## config.mk

```make
export PLATFORM = sky130hd
export DESIGN_NAME = swam_bins
export DESIGN_NICKNAME = d
export VERILOG_FILES = /design/src/rtl/swam_pkg.sv /design/src/rtl/swam_bins.sv
export SDC_FILE = /design/constraint.sdc
export NUM_CORES = 2
export LEC_CHECK = 0
export BUFFER_PORTS_ARGS = -buffer_cell sky130_fd_sc_hd__buf_2
export CAP_MARGIN = 20
export CORE_ASPECT_RATIO = 1.1
export CORE_UTILIZATION = 35
export CTS_BUF_LIST = sky130_fd_sc_hd__clkbuf_4 sky130_fd_sc_hd__clkbuf_8
export CTS_CLUSTER_DIAMETER = 60
export DETAILED_ROUTE_END_ITERATION = 7
export GPL_ROUTABILITY_DRIVEN = 0
export PLACE_DENSITY = 0.57
export SYNTH_ARGS = -nofsm -noshare
export SYNTH_HDL_FRONTEND = slang
export SYNTH_SLANG_ARGS = --single-unit
```

## constraint.sdc

```tcl
create_clock -name clock -period 12.7 [get_ports clock]
set_clock_uncertainty 0.15 [all_clocks]
set_input_delay 2.54 -clock clock [delete_from_list [all_inputs] [get_ports clock]]
set_output_delay 2.54 -clock clock [all_outputs]
set_load 0.05 [all_outputs]
```

## src/rtl/swam_pkg.sv

```systemverilog
// Shared constants, opcodes and stage control type of the anagram search block.
package swam_pkg;

   // Default capacity and alphabet size.
   localparam int MAX_PATTERN_DEF = 4096;
   localparam int ALPHABET_DEF    = 26;

   // Code of the first letter of the alphabet ('a').
   localparam int LETTER_BASE = 97;

   // Opcodes of an input word.
   localparam logic [1:0] OP_CLEAR   = 2'd0;
   localparam logic [1:0] OP_PATTERN = 2'd1;
   localparam logic [1:0] OP_TEXT    = 2'd2;

   // Control bits handed from the front stage to the count update stage.
   typedef struct packed {
      logic clear;     // return counts and found flag to zero
      logic pat_add;   // add the letter to the pattern counts
      logic text;      // text word, produces a result word
      logic keep;      // text letter enters the window
      logic remove;    // oldest window letter leaves
      logic full;      // window holds a whole pattern length after this word
      logic last;      // echo of the last bit
      logic overflow;  // pattern overflow flag seen by this word
   } swam_ctl_type;

endpackage

```

## src/rtl/swam_bins.sv

```systemverilog
// Per-letter pattern and window counts, one cell per bin, and the all-bins-equal test.
module swam_bins #(
   parameter int MAX_PATTERN = swam_pkg::MAX_PATTERN_DEF,
   parameter int ALPHABET    = swam_pkg::ALPHABET_DEF
) (
   input  logic                            clock,
   input  logic                            reset,
   input  logic                            step,
   input  swam_pkg::swam_ctl_type          ctl,
   input  logic [$clog2(ALPHABET + 1)-1:0] new_bin,
   input  logic [$clog2(ALPHABET + 1)-1:0] old_bin,
   output logic                            all_eq_next
);

   localparam int BINS  = ALPHABET + 1;
   localparam int BIN_W = $clog2(ALPHABET + 1);
   localparam int CNT_W = $clog2(MAX_PATTERN + 1);

   logic [CNT_W-1:0] p_cnt_ff [BINS];
   logic [CNT_W-1:0] w_cnt_ff [BINS];
   logic [CNT_W-1:0] p_cnt_in [BINS];
   logic [CNT_W-1:0] w_cnt_in [BINS];
   logic [BINS-1:0]  eq_next;

   // Each cell updates only itself: the new letter adds, the leaving letter takes away.
   always_comb begin
      for (int i = 0; i < BINS; i++) begin
         logic inc_p;
         logic inc_w;
         logic dec_w;
         inc_p = ctl.pat_add && (new_bin == BIN_W'(i));
         inc_w = ctl.keep && (new_bin == BIN_W'(i));
         dec_w = ctl.remove && (old_bin == BIN_W'(i)) && (w_cnt_ff[i] != '0);
         p_cnt_in[i] = inc_p ? p_cnt_ff[i] + 1'b1 : p_cnt_ff[i];
         case ({inc_w, dec_w})
            2'b10:   w_cnt_in[i] = w_cnt_ff[i] + 1'b1;
            2'b01:   w_cnt_in[i] = w_cnt_ff[i] - 1'b1;
            default: w_cnt_in[i] = w_cnt_ff[i];
         endcase
         eq_next[i] = (p_cnt_in[i] == w_cnt_in[i]);
      end
   end

   assign all_eq_next = &eq_next;

   always_ff @(posedge clock) begin
      if (reset) begin
         for (int i = 0; i < BINS; i++) begin
            p_cnt_ff[i] <= '0;
            w_cnt_ff[i] <= '0;
         end
      end else if (step) begin
         for (int i = 0; i < BINS; i++) begin
            p_cnt_ff[i] <= ctl.clear ? '0 : p_cnt_in[i];
            w_cnt_ff[i] <= ctl.clear ? '0 : w_cnt_in[i];
         end
      end
   end

endmodule

```

Word-level counts from Yosys, hierarchy flattened
Memories as Yosys holds them, arrays and structs flattened.
Index checks and enable logic that the tools add are counted.
{"block": "op_classes", "n_addsub": 81, "n_eq_ne": 133, "mux": 167, "bitwise": 54, "reduce_logical": 138}
{"op": "13-bit two-way mux", "n": 135}
{"op": "13-bit by 1-bit adder with 13-bit output (second input constant)", "n": 54}
{"op": "13-bit case mux with 2 select lines", "n": 27}
{"op": "13-bit == test", "n": 27}
{"op": "13-bit nonzero test", "n": 27}
{"op": "13-bit by 1-bit subtractor with 13-bit output (second input constant)", "n": 27}
{"op": "5-bit == test (second input constant)", "n": 22}
{"op": "1-bit logical AND", "n": 108}
{"op": "5-bit by 4-bit == test with 1-bit output (second input constant)", "n": 16}
{"op": "2-bit by 1-bit == test with 1-bit output (second input constant)", "n": 27}
{"op": "2-bit == test (second input constant)", "n": 27}
{"op": "1-bit OR", "n": 54}
{"op": "5-bit by 3-bit == test with 1-bit output (second input constant)", "n": 8}
{"op": "27-bit AND reduction", "n": 1}
{"op": "5-bit by 2-bit == test with 1-bit output (second input constant)", "n": 4}
{"op": "5-bit by 1-bit == test with 1-bit output (second input constant)", "n": 2}
{"op": "5-bit zero test", "n": 2}
{"op": "1-bit two-way mux", "n": 5}
{"block": "totals", "ff_bits": 0, "ram_bits": 702, "inputBits": 21, "out_inout_bits": 1, "memories": 2}
{"memory": "p_cnt_ff", "depth": 27, "width": 13, "read_ports": 27, "rd_clocked_by_memory_dff": 0, "write_ports": 27, "line": "swam_bins.sv:19", "rtl": "logic [CNT_W-1:0] p_cnt_ff [BINS];"}
{"memory": "w_cnt_ff", "depth": 27, "width": 13, "read_ports": 27, "rd_clocked_by_memory_dff": 0, "write_ports": 27, "line": "swam_bins.sv:20", "rtl": "logic [CNT_W-1:0] w_cnt_ff [BINS];"}

Depth between registers and ports, before layout
{"block": "logic_depth", "word_depth": 7, "depth_mapped": 20, "depth_no_buf": 18}

Worst setup path before layout
Ideal clock, no wire load.
{"block": "synth_timing", "path_kind": "input to register", "startpoint": "in step", "endpoint": "mem p_cnt_ff[0][0] in the netlist's numbering (enable)", "arrival_time_ps": 11126, "required_time_ps": 11767, "path_slack_ps": 641, "path_stages": 2, "n_path_buf": 1, "cell_sequence": "clkbuf_1 or2_2"}
{"item": "start, declared", "line": "swam_bins.sv:8", "rtl": "input logic step,"}
{"item": "end, declared", "line": "swam_bins.sv:19"}

Final worst setup path
{"block": "layout_timing", "startpoint": "in new_bin[4]", "endpoint": "out all_eq_next"}
{"block": "layout_between", "elab_chain_cells": 6, "elab_cells_between_ends": 217, "cone_classes": "107 x eq/ne; 54 x mux; 56 x reduce/logical"}
{"item": "start, declared", "line": "swam_bins.sv:10", "rtl": "input logic [$clog2(ALPHABET + 1)-1:0] new_bin,"}
{"item": "5-bit by 1-bit == test with 1-bit output (tied with other cells)", "line": "swam_bins.sv:31, swam_bins.sv:32"}
{"item": "1-bit logical AND", "line": "swam_bins.sv:32", "rtl": "inc_w = ctl.keep && (new_bin == BIN_W'(i));"}
{"item": "2-bit by 1-bit == test with 1-bit output or 2-bit == test (tied branches)", "line": "swam_bins.sv:35", "rtl": "case ({inc_w, dec_w})"}
{"item": "13-bit case mux with 2 select lines", "line": "swam_bins.sv:35"}
{"item": "13-bit == test", "line": "swam_bins.sv:40", "rtl": "eq_next[i] = (p_cnt_in[i] == w_cnt_in[i]);"}
{"item": "27-bit AND reduction (*)", "line": "swam_bins.sv:44", "rtl": "assign all_eq_next = &eq_next;"}
{"item": "end, declared", "line": "swam_bins.sv:12", "rtl": "output logic all_eq_next"}
Every way passes the cells marked *; elsewhere a longest branch is shown, timed or not.

==> results.toml <==
[setup_path]
reg2reg_from = "w_cnt_ff[0][57]"
path_cells = "buf_2, nand2b_1, nor2_1, nand2_1, ha_1, fa_1, a21o_1, a221oi_1, o21ai_0, o31a_1, xor2_1, a221oi_1, and4_1, nand4_1, or4_1, nor4_1, nand4_1, nor4_2, buf_4, buf_2"
slowest_stage = "nor2_1"
crit_path_start_kind = "input port"
rrSetupSlack_ps = 8080
cp.required_ps = 10010
worstSetupEndpointType = "output pin"
slowest_delay_ps = 800
arrival_ps = 9220
cp_max_fo = 16
crit_type = "in2out"
crit_path_start = "new_bin[4]"

[drt]
drt-initial-drc-count = 4811
ant_nets = 0
routed_wl_um = 186000
dr_total_vias = 45482
drc = 0
drtPass1Iterations = 6
viasPerCell = 5.70
routedWlPerCell_um = 23.3

[sta]
timing.fmax_mhz = 83.9
worstMarginPinSlew_ps = 1100
setup_viol = 0
hold_violations = 0
finalSetupTns_ps = 0
period_share_pct = 93.8
fin_crit_ps = 11910
slew_headroom_pct = 26.6
rsz0062_at_grt = "false"
slew_violations = 0

[layout]
drive_above_1_share_pct = 6.30
fin_cells = 7974
nets = 6214
nFillCells = 15516
final_util_pct = 38.9
syn_to_final_growth_pct = 9.97

[flow_run]
drv_cap = 0

[clock_network]
hold_buffers = 0
path_clk_slew_ps = 60
ctsLongestPathBuffers = 3
insertion_delay_ps = 890
root_buffer = "clkbuf_8"
cts_tree = "done"
htreeDepth = 4
postCtsResizedCells = 0
postCtsSetupBuffers = 0
cts_sinks = 702
numCtsBuffers = 134

[placed_design]
dpl.hpwl_um = 141000
port-buffer-count = 17
dp_cells = 7744

[pwr]
power_leakage_nw = 23.4
p_per_area_nw_per_um2 = 102
irDropWorstVdd_mv = 0.109

[logic_synthesis]
synth.avg_cell_area_um2 = 9.52
synth_area_um2 = 54700
ys_seq_elements = 702
synth_ff_type = "edfxtp_1"
synthCells = 5745
async_reset_ff_share_pct = 0
ys_warn_count = 0
ys_seq_area_share_pct = 38.6
synth.distinct_cells = 88
synth_nets = 6144
synth_enable_flop_cells = 702

[die]
die_height_um = 417
die_w_um = 379
core_um2 = 155000
num_rows = 151
io_pins = 22
die-area_um2 = 158000
initial_core_util_pct = 35.4

[status]
status = "finished clean"

[min_path]
hold_start = "p_cnt_ff[0][12]"
hold_class = "reg2reg"

[grt]
track_usage_pct = 23.2
antenna_found_initial = 16
grt_pass1_vias = 42700
grt_pass1_wl_um = 273000
grt_max_degree = 144
grt-ovfl-total = 0
[final timing paths]
path,end,cells after the start
setup / recovery,all_eq_next,20
hold / removal,p_cnt_ff[0][12],2
setup reg to reg,w_cnt_ff[0][64],14
hold reg to reg,p_cnt_ff[0][12],2
[critical path, delay by kind of cell]
family	cells	cell delay [ps]
adder cells (fa/ha/maj)	2	990
buffers and inverters	3	660
AND/OR/NAND/NOR	9	2900
AO/OA/AOI/OAI	5	1870
XOR/XNOR	1	250
[layer usage]
| layer | vias to the layer above | share of wire (%) | GRT usage (%) |
|---|---|---|---|
| met5 | - | 0.038 | 0 |
| met4 | 12 | 6.7 | 14.2 |
| met3 | 407 | 8.0 | 4.20 |
| met2 | 1645 | 44 | 35.3 |
| met1 | 22055 | 42 | 30.5 |
| li1 | 21363 | - | - |
[synth_stat cells, types with 10 or more instances]
master / n / area [um2]
nor2_1: 914 / 3430
edfxtp_1: 702 / 21100
xnor2_1: 462 / 4050
xor2_1: 397 / 3480
nand2_1: 367 / 1380
ha_1: 351 / 4390
a21oi_1: 241 / 1210
o21ai_0: 194 / 971
nand3_1: 187 / 936
clkbuf_1: 164 / 616
and3_1: 155 / 970
mux2i_1: 139 / 1390
nor3_1: 134 / 671
nand4_1: 130 / 813
nor4_1: 113 / 707
inv_1: 91 / 342
a21o_1: 90 / 676
a211oi_1: 80 / 601
and2_1: 69 / 432
nor2b_1: 64 / 400
nand2b_1: 51 / 319
o21a_1: 50 / 375
o211ai_1: 39 / 293
a31oi_1: 38 / 238
a2111oi_0: 33 / 289
and4_1: 32 / 280
nor3b_1: 32 / 240
fa_1: 27 / 541
o31ai_1: 26 / 195
or4_1: 22 / 165
o21bai_1: 21 / 158
a221oi_1: 20 / 175
buf_1: 20 / 75.1
nor4b_1: 18 / 158
xnor3_1: 17 / 383
o2111ai_1: 15 / 131
or3_1: 15 / 93.8
o22ai_1: 13 / 81.3
a211o_1: 12 / 105
o31a_1: 12 / 105
a21boi_0: 11 / 82.6
or2_2: 11 / 68.8
a22oi_1: 10 / 75.1
nand3b_1: 10 / 75.1
[flip-flops by register name, indices dropped and copies added, names as in the netlist]
| signal | cells |
|---|---|
| p_cnt_ff | 351 |
| w_cnt_ff | 351 |
[cell type report]
cell class | instances | area (um2) | share of cell area [%]
diodes | 8 | 20.0 | 0.0333
clock buffers | 174 | 2180 | 3.62
clock inverters | 48 | 397 | 0.660
inverters | 96 | 360 | 0.599
multi-input cells | 4757 | 32600 | 54.2
flip-flops and latches | 702 | 21100 | 35.1
well taps | 2065 | 2580 | 4.30
repair buffers | 124 | 951 | 1.58
[cell families after synthesis]
| family | after synthesis | share of synthesized area (%) |
|---|---|---|
| AND/OR/NAND/NOR | 2362 | 21.1 |
| flip-flops | 702 | 38.6 |
| multiplexers | 147 | 2.71 |
| XOR/XNOR | 881 | 14.7 |
| AO/OA/AOI/OAI | 989 | 12.0 |
| adder cells (fa/ha/maj) | 378 | 9.02 |
| buffers and inverters | 286 | 1.99 |
[metrics by stage]
step | setup slack [ps] | power, W | area, um2 | hold slack [ps]
6_report | 786 | 0.00613 | 60100 | 487
4_1_cts | 1010 | 0.00615 | 60100 | 491
5_1_grt | 502 | 0.00632 | 60100 | 505
3_3_place_gp | 1080 | 0.00383 | 57500 | 465
3_5_place_dp | 1020 | 0.00384 | 57500 | 473
2_1_floorplan | 641 | 0.00344 | 54700 | 449
[cells in the final DEF (no fill, tap or decap), types with 35 or more instances in the layout]
cell type,instances
a211oi_1,80
a21o_1,90
a21oi_1,241
a31oi_1,38
and2_1,69
and3_1,155
buf_4,102
clkbuf_4,35
clkbuf_8,139
edfxtp_1,702
ha_1,351
inv_1,91
mux2i_1,139
nand2_1,366
nand2b_1,51
nand3_1,187
nand4_1,130
nor2_1,912
nor2b_1,62
nor3_1,132
nor4_1,112
o211ai_1,39
o21a_1,50
o21ai_0,194
xnor2_1,462
xor2_1,397
[power breakdown]
| part | internal [W] | leakage [nW] | switching, W |
|---|---|---|---|
| Combinational | 0.000317 | 14.3 | 0.000681 |
| Sequential | 0.00269 | 7.80 | 0.000129 |
| Clock | 0.00123 | 1.32 | 0.00108 |
| Total | 0.00424 | 23.4 | 0.00189 |
Note: power is estimated with default switching activity, not from simulation.
